**src/sv/fpsc_pkg.sv**
```systemverilog
// Package with the types, widths and codes of the face pose stability check.
`timescale 1ns / 1ps
package fpsc_pkg;

  localparam int Window     = 16;
  localparam int WinBits    = $clog2(Window);
  localparam int PtrW       = WinBits;
  localparam int FillW      = $clog2(Window + 1);
  localparam int QueueDepth = 2;
  localparam int QPtrW      = $clog2(QueueDepth);
  localparam int QCntW      = $clog2(QueueDepth + 1);

  localparam int CountW   = 8;
  localparam int AngleW   = 13;
  localparam int EdgeW    = 11;
  localparam int AreaW    = 22;
  localparam int LimW     = 12;
  localparam int VerdictW = 3;
  localparam int CfgIdxW  = 3;
  localparam int CfgDataW = 22;

  localparam int CntSqElW  = 2 * CountW;
  localparam int CntSumW   = CountW + WinBits;
  localparam int CntSqW    = CntSqElW + WinBits;
  localparam int CntCmpW   = 2 * CntSumW;
  localparam int PoseSqElW = 2 * AngleW - 1;
  localparam int PoseSumW  = AngleW + WinBits;
  localparam int PoseSqW   = PoseSqElW + WinBits;
  localparam int PoseCmpW  = 2 * PoseSumW;
  localparam int AreaSqElW = 2 * AreaW;
  localparam int AreaSumW  = AreaW + WinBits;
  localparam int AreaSqW   = AreaSqElW + WinBits;
  localparam int AreaCmpW  = 2 * AreaSumW;

  typedef enum logic [VerdictW-1:0] {
    V_OK      = 3'd0,
    V_NO_FACE = 3'd1,
    V_SEVERAL = 3'd2,
    V_STEADY  = 3'd3,
    V_FAR     = 3'd4,
    V_POSE    = 3'd5
  } verdict_e;

  typedef enum logic [CfgIdxW-1:0] {
    CFG_POSE_STEADY = 3'd0,
    CFG_YAW         = 3'd1,
    CFG_PITCH       = 3'd2,
    CFG_ROLL        = 3'd3,
    CFG_AREA_STEADY = 3'd4,
    CFG_AREA_MIN    = 3'd5
  } cfg_idx_e;

  typedef enum logic [2:0] {
    BK_IDLE,
    BK_UPD,
    BK_ACC,
    BK_SQ,
    BK_DEC
  } back_state_e;

  typedef struct packed {
    logic [CountW-1:0]        count;
    logic signed [AngleW-1:0] yaw;
    logic signed [AngleW-1:0] pitch;
    logic signed [AngleW-1:0] roll;
    logic [AreaW-1:0]         area;
  } item_t;

  typedef struct packed {
    logic [LimW-1:0]  pose_steady;
    logic [LimW-1:0]  yaw_lim;
    logic [LimW-1:0]  pitch_lim;
    logic [LimW-1:0]  roll_lim;
    logic [AreaW-1:0] area_steady;
    logic [AreaW-1:0] area_min;
  } cfg_t;

  typedef struct packed {
    logic full;
    logic empty;
  } q_stat_t;

endpackage

```
**src/sv/fpsc_front.sv**
```systemverilog
// Front end: accepts frame words, zeroes pose and area unless one face, forms box area.
`timescale 1ns / 1ps
module fpsc_front (
  input  logic                               in_valid_i,
  output logic                               in_stall_o,
  input  logic [fpsc_pkg::CountW-1:0]        face_count_i,
  input  logic signed [fpsc_pkg::AngleW-1:0] yaw_i,
  input  logic signed [fpsc_pkg::AngleW-1:0] pitch_i,
  input  logic signed [fpsc_pkg::AngleW-1:0] roll_i,
  input  logic [fpsc_pkg::EdgeW-1:0]         box_left_i,
  input  logic [fpsc_pkg::EdgeW-1:0]         box_right_i,
  input  logic [fpsc_pkg::EdgeW-1:0]         box_top_i,
  input  logic [fpsc_pkg::EdgeW-1:0]         box_bottom_i,
  input  fpsc_pkg::q_stat_t                  q_stat_i,
  output logic                               push_o,
  output fpsc_pkg::item_t                    item_o
);
  import fpsc_pkg::*;

  logic             one_face;
  logic [EdgeW-1:0] width, height;
  logic [AreaW-1:0] area;

  // The product of two 11-bit extents never exceeds the 22-bit area range.
  always_comb begin
    one_face = (face_count_i == CountW'(1));
    width    = (box_right_i > box_left_i) ? box_right_i - box_left_i : '0;
    height   = (box_bottom_i > box_top_i) ? box_bottom_i - box_top_i : '0;
    area     = AreaW'(width) * AreaW'(height);
    item_o.count = face_count_i;
    item_o.yaw   = one_face ? yaw_i : '0;
    item_o.pitch = one_face ? pitch_i : '0;
    item_o.roll  = one_face ? roll_i : '0;
    item_o.area  = one_face ? area : '0;
  end

  assign in_stall_o = q_stat_i.full;
  assign push_o     = in_valid_i && !q_stat_i.full;

endmodule

```
**config.mk**
```make
export PLATFORM = sky130hd
export DESIGN_NAME = fpsc_front
export DESIGN_NICKNAME = d
export VERILOG_FILES = /design/src/sv/fpsc_pkg.sv /design/src/sv/fpsc_front.sv
export SDC_FILE = /design/constraint.sdc
export NUM_CORES = 1
export LEC_CHECK = 0
export ABC_AREA = 0
export BUFFER_PORTS_ARGS = -buffer_cell sky130_fd_sc_hd__buf_2
export CAP_MARGIN = 20
export CORE_ASPECT_RATIO = 0.7
export CORE_UTILIZATION = 51
export DETAILED_ROUTE_END_ITERATION = 16
export PLACE_DENSITY = 0.81
export SETUP_SLACK_MARGIN = 0.05
export SYNTH_ARGS = -nofsm -noshare
export SYNTH_HDL_FRONTEND = slang
export SYNTH_SLANG_ARGS = --single-unit
```
**constraint.sdc**
```tcl
create_clock -name vclk -period 8.1
set_clock_uncertainty 0.1 [all_clocks]
set_input_delay 1.215 -clock vclk [all_inputs]
set_output_delay 1.215 -clock vclk [all_outputs]
set_load 0.005 [all_outputs]
```
==> results_dict.tcl <==
set metrics [dict create \
    drt-initial-drc-count 651 \
    initial_core_util_pct 52.91 \
    ioPinCount 165 \
    path_class "in2out" \
    cp.required_ps 6780 \
    insertedDiodeCount 0 \
    min_period_over_period_pct 110.9 \
    die_h_um 91.91 \
    drtAntennaViolNets 0 \
    endpoint_kind "output port" \
    setup_violations 14 \
    post_drt_via_cell_ratio 5.895 \
    grt_max_degree 46 \
    slew_headroom_pct 47.14 \
    tns_ps -8871 \
    synth_top_area_share_pct 27.87 \
    powerDensity_mw_per_mm2 125.9 \
    synth_area_leaders "fa_1, ha_1, inv_1" \
    syn_area_sq_mm 0.005889 \
    netlist_instances 768 \
    drive_gt1_share_pct 44.92 \
    fin_crit_ps 8986 \
    seq_area_frac_synth_pct 0 \
    worst_path_max_delay_cell "fa_1" \
    synth_cell_types 63 \
    synth_area_leader_cell "fa_1" \
    wl_per_cell_um 19.12 \
    grt_pass1_vias 6932 \
    nClkBuffers 0 \
    outcome "finished with violations" \
    rsz0062_at_grt "true" \
    finalHoldViolCount 0 \
    crit_fanout 5 \
    crit_arrival_ps 7670 \
    postCtsHoldBufs 0 \
    nFlopsAndLatches 0 \
    leakagePower_nw 4.815 \
    grt_pass1_wl_um 32260 \
    syn_to_final_growth_pct 50.73 \
    core_sq_mm 0.01113 \
    cp-start-kind "input pin" \
    grt_usage_pct 33.75 \
    violations "negative setup slack" \
    wirelength_um 23440 \
    seq_area_sq_um 0 \
    synth_nets 1026 \
    clock.fmax_mhz 111.3 \
    dr.pass1.iters 5 \
    die_w_um 130.4 \
    hold_class "in2out" \
    synth.avg_cell_area_sq_um 7.668 \
    synth_warnings 0 \
    gp_congestion 0.9249 \
    die-area_sq_mm 0.01199 \
    final_nets 1333 \
    rows 32 \
    drc 0 \
    fin_total_pwr_mw 1.118 \
    hpwl_um 14230 \
    tightest_slew_ps 791.0 \
    antenna_found_initial 0 \
    finalWorstSetupSlack_ps -886.0 \
    finalMaxSlewViolations 0 \
    vias 7227 \
    min_path_cells 2 \
    port_buffers 164 \
    maxCapViolations 0 \
    grt-ovfl-total 0 \
    slowest_delay_ps 660 \
    max-vdd-ir-drop_uv 77.49 \
]
## power breakdown
part	internal (mW)	switching, mW
sequential	0	0
combinational	0.539	0.579
clock	0	0
total	0.539	0.579
## placed cells by master, fill, tap and decap left out, types with 4 or more instances in the layout
master    synthesis  routed
buf_4             9     172
buf_2            11     163
inv_1           133     116
nor2_1          102      94
fa_1             82      75
ha_1             82      59
and3_1           50      48
nand2b_1         26      23
nand2_1          23      19
ha_4              0      19
a21oi_1          27      17
nand3_1          20      16
inv_2             0      15
buf_6             1      15
a21o_1           14      13
o21a_1           12      12
o21ai_0          17       9
xnor2_1          13       9
o211ai_1          8       8
or2_2            11       8
xor2_1            8       8
a21oi_2           0       7
or2_1             7       7
fa_2              0       7
o21ai_1           2       6
nor2b_1           7       6
nor2_4            0       5
nand2_2           0       4
a311oi_2          0       4
xnor2_2           0       4
nand4_1           4       4
nor3_1            8       4
nand3b_1          4       4
nor3_2            0       4
ha_2              0       4
## per-layer routing
| metal | global-route usage, % | share of wire (%) | vias up |
|---|---|---|---|
| met2 | 58.69 | 46 | 496 |
| met3 | 4.959 | 10 | 179 |
| met4 | 11.97 | 7.4 | 0 |
| li1 | - | - | 3113 |
| met5 | 0 | 0 | - |
| met1 | 42.36 | 36 | 3439 |
## worst max-delay path, delay by kind of cell
kind | cells | cell delay [ps]
fa+ha+maj | 8 | 3320
simple gates | 4 | 570
buf+inv | 11 | 1190
compound gates | 6 | 1180
xor+xnor | 1 | 180
## cell families (layout without fill, tap and decap cells)
group | count (synthesis) | in the layout | share of synthesized area (%)
muxes | 4 | 4 | 0.7223
xor gates and xnor gates | 21 | 21 | 3.123
adders and majority gates | 164 | 164 | 45.29
and+or+nand+nor | 287 | 287 | 25.47
buffers and inverters | 179 | 484 | 12.34
AOI/OAI and AO/OA | 113 | 113 | 13.04
## Yosys cell counts, types with 2 or more instances
library cell and n:
inv_1 133, nor2_1 102, fa_1 82, ha_1 82, and3_1 50, a21oi_1 27
nand2b_1 26, clkbuf_1 25, nand2_1 23, nand3_1 20, o21ai_0 17, a21o_1 14
xnor2_1 13, o21a_1 12, buf_2 11, or2_2 11, buf_4 9, nor3_1 8
o211ai_1 8, xor2_1 8, nor2b_1 7, or2_1 7, a31oi_1 5, a311oi_1 4
and2_1 4, nand3b_1 4, nand4_1 4, nor4_1 3, o2111ai_1 3, o21bai_1 3
or3_1 3, a211oi_1 2, a21boi_0 2, and2_0 2, mux2_2 2, mux2i_1 2
nand4b_1 2, nor3b_1 2, o21ai_1 2
## cell type report
cell class,count,area (sq um)
fillers,676,2253
repair buffers,351,2291
inverters,133,514.2
well taps,153,191.4
multi-input cells,589,5881
## worst paths after layout
kind	to	start
setup / recovery	item_o[13]	box_bottom_i[0]
hold / removal	item_o[61]	face_count_i[0]
## metrics by stage
step | instances | instance area (sq um) | setup WS, ps | hold WS [ps] | utilization (%)
after floorplan | 768 | 6011 | -177.4 | 2360 | -
after global routing | 1226 | 8877 | -1059 | 2534 | 79.75
after detailed placement | 1202 | 8015 | -840.6 | 2513 | 72.01
after CTS | 1213 | 8459 | -517.2 | 2513 | 76.00
final | 1226 | 8877 | -886.0 | 2530 | 79.75
after global placement | 1202 | 8015 | -703.7 | 2509 | 72.01
## timing repair
| action | in CTS | in global routing |
|---|---|---|
| setup endpoints to repair | 14 | 15 |
| setup buffers | 13 | 13 |
| pin swaps | 48 | 40 |
| resized for setup | 83 | 61 |
Power figures use the tool's default switching activity.
