==> config.mk <==
export PLATFORM = sky130hd
export DESIGN_NAME = fpsc_queue
export DESIGN_NICKNAME = d
export VERILOG_FILES = /design/src/sv/fpsc_pkg.sv /design/src/sv/fpsc_queue.sv
export SDC_FILE = /design/constraint.sdc
export NUM_CORES = 1
export LEC_CHECK = 0
export BUFFER_PORTS_ARGS = -buffer_cell sky130_fd_sc_hd__buf_2
export CORE_ASPECT_RATIO = 1.1
export CORE_MARGIN = 4
export CORE_UTILIZATION = 26
export CTS_BUF_LIST = sky130_fd_sc_hd__clkbuf_16
export DETAILED_ROUTE_END_ITERATION = 8
export PLACE_DENSITY = 0.48
export SYNTH_ARGS = -nofsm -noshare
export SYNTH_HDL_FRONTEND = slang
export SYNTH_SLANG_ARGS = --single-unit
==> constraint.sdc <==
create_clock -name clk_i -period 4.8 [get_ports clk_i]
set_clock_uncertainty 0.2 [all_clocks]
set_input_delay 0.24 -clock clk_i [delete_from_list [all_inputs] [get_ports clk_i]]
set_output_delay 0.24 -clock clk_i [all_outputs]
set_load 0.02 [all_outputs]
==> src/sv/fpsc_pkg.sv <==
// Package with the types, widths and codes of the face pose stability check.
`timescale 1ns / 1ps
package fpsc_pkg;

  localparam int Window     = 16;
  localparam int WinBits    = $clog2(Window);
  localparam int PtrW       = WinBits;
  localparam int FillW      = $clog2(Window + 1);
  localparam int QueueDepth = 2;
  localparam int QPtrW      = $clog2(QueueDepth);
  localparam int QCntW      = $clog2(QueueDepth + 1);

  localparam int CountW   = 8;
  localparam int AngleW   = 13;
  localparam int EdgeW    = 11;
  localparam int AreaW    = 22;
  localparam int LimW     = 12;
  localparam int VerdictW = 3;
  localparam int CfgIdxW  = 3;
  localparam int CfgDataW = 22;

  localparam int CntSqElW  = 2 * CountW;
  localparam int CntSumW   = CountW + WinBits;
  localparam int CntSqW    = CntSqElW + WinBits;
  localparam int CntCmpW   = 2 * CntSumW;
  localparam int PoseSqElW = 2 * AngleW - 1;
  localparam int PoseSumW  = AngleW + WinBits;
  localparam int PoseSqW   = PoseSqElW + WinBits;
  localparam int PoseCmpW  = 2 * PoseSumW;
  localparam int AreaSqElW = 2 * AreaW;
  localparam int AreaSumW  = AreaW + WinBits;
  localparam int AreaSqW   = AreaSqElW + WinBits;
  localparam int AreaCmpW  = 2 * AreaSumW;

  typedef enum logic [VerdictW-1:0] {
    V_OK      = 3'd0,
    V_NO_FACE = 3'd1,
    V_SEVERAL = 3'd2,
    V_STEADY  = 3'd3,
    V_FAR     = 3'd4,
    V_POSE    = 3'd5
  } verdict_e;

  typedef enum logic [CfgIdxW-1:0] {
    CFG_POSE_STEADY = 3'd0,
    CFG_YAW         = 3'd1,
    CFG_PITCH       = 3'd2,
    CFG_ROLL        = 3'd3,
    CFG_AREA_STEADY = 3'd4,
    CFG_AREA_MIN    = 3'd5
  } cfg_idx_e;

  typedef enum logic [2:0] {
    BK_IDLE,
    BK_UPD,
    BK_ACC,
    BK_SQ,
    BK_DEC
  } back_state_e;

  typedef struct packed {
    logic [CountW-1:0]        count;
    logic signed [AngleW-1:0] yaw;
    logic signed [AngleW-1:0] pitch;
    logic signed [AngleW-1:0] roll;
    logic [AreaW-1:0]         area;
  } item_t;

  typedef struct packed {
    logic [LimW-1:0]  pose_steady;
    logic [LimW-1:0]  yaw_lim;
    logic [LimW-1:0]  pitch_lim;
    logic [LimW-1:0]  roll_lim;
    logic [AreaW-1:0] area_steady;
    logic [AreaW-1:0] area_min;
  } cfg_t;

  typedef struct packed {
    logic full;
    logic empty;
  } q_stat_t;

endpackage

==> src/sv/fpsc_queue.sv <==
// Short queue of classified frame words between the front end and the back end.
`timescale 1ns / 1ps
module fpsc_queue (
  input  logic               clk_i,
  input  logic               rst_ni,
  input  logic               push_i,
  input  fpsc_pkg::item_t    item_i,
  input  logic               pop_i,
  output fpsc_pkg::item_t    item_o,
  output fpsc_pkg::q_stat_t  stat_o
);
  import fpsc_pkg::*;

  item_t             entry_q [QueueDepth];
  logic [QPtrW-1:0]  wr_ptr_q, rd_ptr_q;
  logic [QCntW-1:0]  count_q, count_d;

  always_comb begin
    count_d = count_q;
    if (push_i && !pop_i) begin
      count_d = count_q + QCntW'(1);
    end else if (pop_i && !push_i) begin
      count_d = count_q - QCntW'(1);
    end
  end

  always_ff @(posedge clk_i or negedge rst_ni) begin
    if (!rst_ni) begin
      wr_ptr_q <= '0;
      rd_ptr_q <= '0;
      count_q  <= '0;
    end else begin
      count_q <= count_d;
      if (push_i) begin
        wr_ptr_q <= (wr_ptr_q == QPtrW'(QueueDepth - 1)) ? '0 : wr_ptr_q + QPtrW'(1);
      end
      if (pop_i) begin
        rd_ptr_q <= (rd_ptr_q == QPtrW'(QueueDepth - 1)) ? '0 : rd_ptr_q + QPtrW'(1);
      end
    end
  end

  always_ff @(posedge clk_i) begin
    if (push_i) begin
      entry_q[wr_ptr_q] <= item_i;
    end
  end

  assign item_o       = entry_q[rd_ptr_q];
  assign stat_o.full  = (count_q == QCntW'(QueueDepth));
  assign stat_o.empty = (count_q == '0);

endmodule

==> results by stage <==
Status:
- The run finished with clean final reports.

Synth:
- By area the synthesized netlist is led by sky130_fd_sc_hd__edfxtp_1 (75%), sky130_fd_sc_hd__mux2_4 (19%), sky130_fd_sc_hd__buf_12 (2.5%).
- Summed over its instances, the top area cell type makes up 75.1% of the synthesized netlist area.
- The sequential area share after synthesis is about three quarters.
- The post-synthesis net count is just over 300.
- Synthesis handed over a netlist of 231 instances.
- The number of distinct library cell variants in the gate-level netlist after synthesis is 12.
- The synthesized flop and latch total is between 100 and 150.
- Dividing the synthesized area by the synthesized cell count gives around 24 um^2.
- During synthesis, Yosys emitted a total of 0 warnings.
- After synthesis the cells add up to between 5000 and 6000 um^2.
- The biggest area contributor in the post-synthesis netlist is sky130_fd_sc_hd__edfxtp_1.

Global route:
- The initial antenna violation count is 2.
- The via count of the first global-routing pass is a little over 3000.
- Entering global routing, the biggest net connects 70 pins.
- The total overflow reported by the global router is 0.
- The global router's overall resource usage is under 10%.
- The wire length of the first global-routing pass is between 15 and 20 mm.

Setup path:
- The endpoint class of the critical path is an output pin.
- The worst setup path is of the reg2out kind.
- The kind of launch point of the worst setup path is a flip-flop.
- The top fanout value on the critical path is 56.
- The data arrival time of the critical path is between 2 and 3 ns.
- STA puts the critical path data required time at ~4.4 ns.

Detailed routing:
- The count of TritonRoute iterations in the first routing pass is 4.
- Once detail routing completed, the nets flagged for antenna violations numbered 0.
- The average vias per placed instance is between 3 and 4.
- The number of DRC violations after detailed-routing iteration 0 is 88.
- The routed design has about 11 mm of wire.
- The wire length per cell is roughly 14 um.
- After detailed routing, the number of remaining DRC violations is 0.
- The vias after detailed routing is approximately 2900.

Layout:
- Relative to the synthesized area, the layout overhead comes to 40.3%.
- In the layout the commonest cells are sky130_fd_sc_hd__buf_2 (143), sky130_fd_sc_hd__edfxtp_1 (138), sky130_fd_sc_hd__dlygate4sd3_1 (73), sky130_fd_sc_hd__mux2_4 (69), sky130_fd_sc_hd__clkbuf_16 (17).
- The fraction of layout cells with a size suffix above 1 is about 50%.
- At the end of the flow the core is filled with cells to between 30% and 40%.
- The final layout net count is 535.
- The commonest non-fill, non-tap cell in the layout is sky130_fd_sc_hd__buf_2.
- Counting the fill cells in the layout gives ~2000.
- The number of non-filler instances in the completed layout is 760.
- The cell area after layout is 7740 um^2.

Placement:
- The number of placed cells counting well taps is between 600 and 700.
- At the end of routability-driven placement, the weighted congestion stood at approximately 0.64.
- In this run the tool buffered the top-level ports with approximately 140 buffer cells.
- The cell area after placement is around 6500 um^2.
- Summed over all nets, the half-perimeter wirelength after detailed placement is 6.63 mm.

Floorplanning:
- The die is 161 um tall.
- The total I/O pin count is between 100 and 150.
- The area of the core is 20700 um^2.
- The initial utilization of the core area, before any placement, comes to roughly a quarter.
- The die covers 23600 um^2.
- The floorplan row count is 55.
- The chip width is 147 um.

Power and ir drop:
- Summing internal, switching and leakage power gives between 4 and 5 mW.
- The worst-case IR drop observed on VDD is between 0.5 and 0.6 mV.
- The leakage power total is about 3.1 nW.
- The power density of the placed cells is around 570 nW/um^2.

Timing:
- The headroom to the max-slew limit is about a quarter.
- The ratio of final minimum period to clock period is 62.2%.
- The peak clock frequency supported by timing is ~330 MHz.
- Setup violations remaining at the end of the flow were counted as 0.
- For the pin with the worst max-slew slack, the measured transition is about 1.1 ns.
- The routed design could run at a clock period as short as about 3 ns.
- Setup repair after global routing left no endpoint under its margin.
- The final sum of negative setup slack is 0 ns.
- The number of max-slew violations in the final report is 0.
- The hold violation total from the final report was 0.

Run:
- The tool flagged a number of max-cap violations equal to 0.

Min path:
- The path class of the lowest-slack min-delay path is reg2reg.

Clock network:
- After clock tree synthesis, the clock-pin slew on the worst setup and hold paths is around 0.060 ns.
- TritonCTS built the clock tree.
- The clock passes through at most 2 buffers.
- CTS saw about 140 sinks.
- The later-pin clock latency in the skew report is ~0.41 ns.
- The H-tree was split into 4 levels.
- The number of buffers created by CTS is 17.
- The cell sitting at the root of the clock tree is a sky130_fd_sc_hd__clkbuf_16.
- The number of gates resized after CTS was 0.
-- registers in the layout, indices dropped and copies added (netlist names) --
signal / count
entry_q: 138
count_q: 2
wr_ptr_q: 1
rd_ptr_q: 1
-- worst max-delay path, stage by stage (launching register included) --
cell                      delay [ns]
sky130_fd_sc_hd__dfrtp_4        1.15
sky130_fd_sc_hd__buf_4          0.44
sky130_fd_sc_hd__mux2_4         0.33
sky130_fd_sc_hd__buf_2          0.16
-- per-stage QoR --
stage	setup WS (ns)	hold WS, ns
floorplan	0.628	-0.256
global placement	2.23	-0.151
detailed placement	2.19	-0.146
CTS	1.74	0.299
global route	1.65	0.325
finish	1.81	0.290
-- layer usage --
layer / vias up / share of wire, % / GRT usage (%)
li1: 1373 / - / -
met1: 1390 / 43 / 11.0
met2: 91 / 50 / 14.9
met3: 7 / 5.6 / 3.61
met4: 0 / 1.2 / 3.18
met5: - / 0 / 0
-- path summary, 6_finish.rpt --
kind / slack [ns] / to / cells past startpoint / start
worst max register to register: 2.38 / entry_q[0][11] / 2 / wr_ptr_q
worst max-delay path: 1.81 / item_o[11] / 3 / rd_ptr_q
max in group asynchronous: 3.69 / rd_ptr_q / 3 / rst_ni
worst min register to register: 0.29 / count_q[1] / 1 / count_q[1]
worst min-delay path: 0.29 / count_q[1] / 1 / count_q[1]
min in group asynchronous: 0.52 / count_q[1] / 3 / rst_ni
-- where the power goes --
group	internal (mW)	switching (mW)	leakage [nW]
combinational	0.686	0.695	1.50
clock	0.698	0.475	0.258
sequential	1.65	0.198	1.34
total	3.04	1.37	3.10
-- Yosys cell counts --
cell	instances
sky130_fd_sc_hd__edfxtp_1	138
sky130_fd_sc_hd__mux2_4	69
sky130_fd_sc_hd__buf_12	7
sky130_fd_sc_hd__dfrtp_1	4
sky130_fd_sc_hd__xor2_1	4
sky130_fd_sc_hd__nor2_1	2
sky130_fd_sc_hd__nor2b_1	2
sky130_fd_sc_hd__and2_1	1
sky130_fd_sc_hd__buf_6	1
sky130_fd_sc_hd__ha_1	1
sky130_fd_sc_hd__inv_1	1
sky130_fd_sc_hd__xnor2_1	1
-- logic make-up after synthesis --
family	share of synthesized area, %
buffers and inverters	2.81
xor gates and xnor gates	0.794
adders and majority gates	0.227
muxes	18.8
DFF	76.9
and+or+nand+nor	0.476
-- what timing repair did --
action,CTS,global route
buffers inserted,0,0
hold endpoints to repair,144,0
hold buffers,73,0
setup endpoints to repair,0,0
-- layout make-up --
| type | instances | area (um^2) | area share (%) |
|---|---|---|---|
| diodes | 2 | 5.00 | 0.0647 |
| repair buffers | 219 | 1470 | 19.0 |
| flip-flops and latches | 142 | 4250 | 54.9 |
| clock buffers | 17 | 425 | 5.50 |
| well taps | 285 | 357 | 4.61 |
| multi-input cells | 80 | 1130 | 14.6 |
| inverters | 1 | 3.75 | 0.0485 |
| clock inverters | 14 | 104 | 1.34 |
No activity file was read; power rests on OpenSTA's default activity.
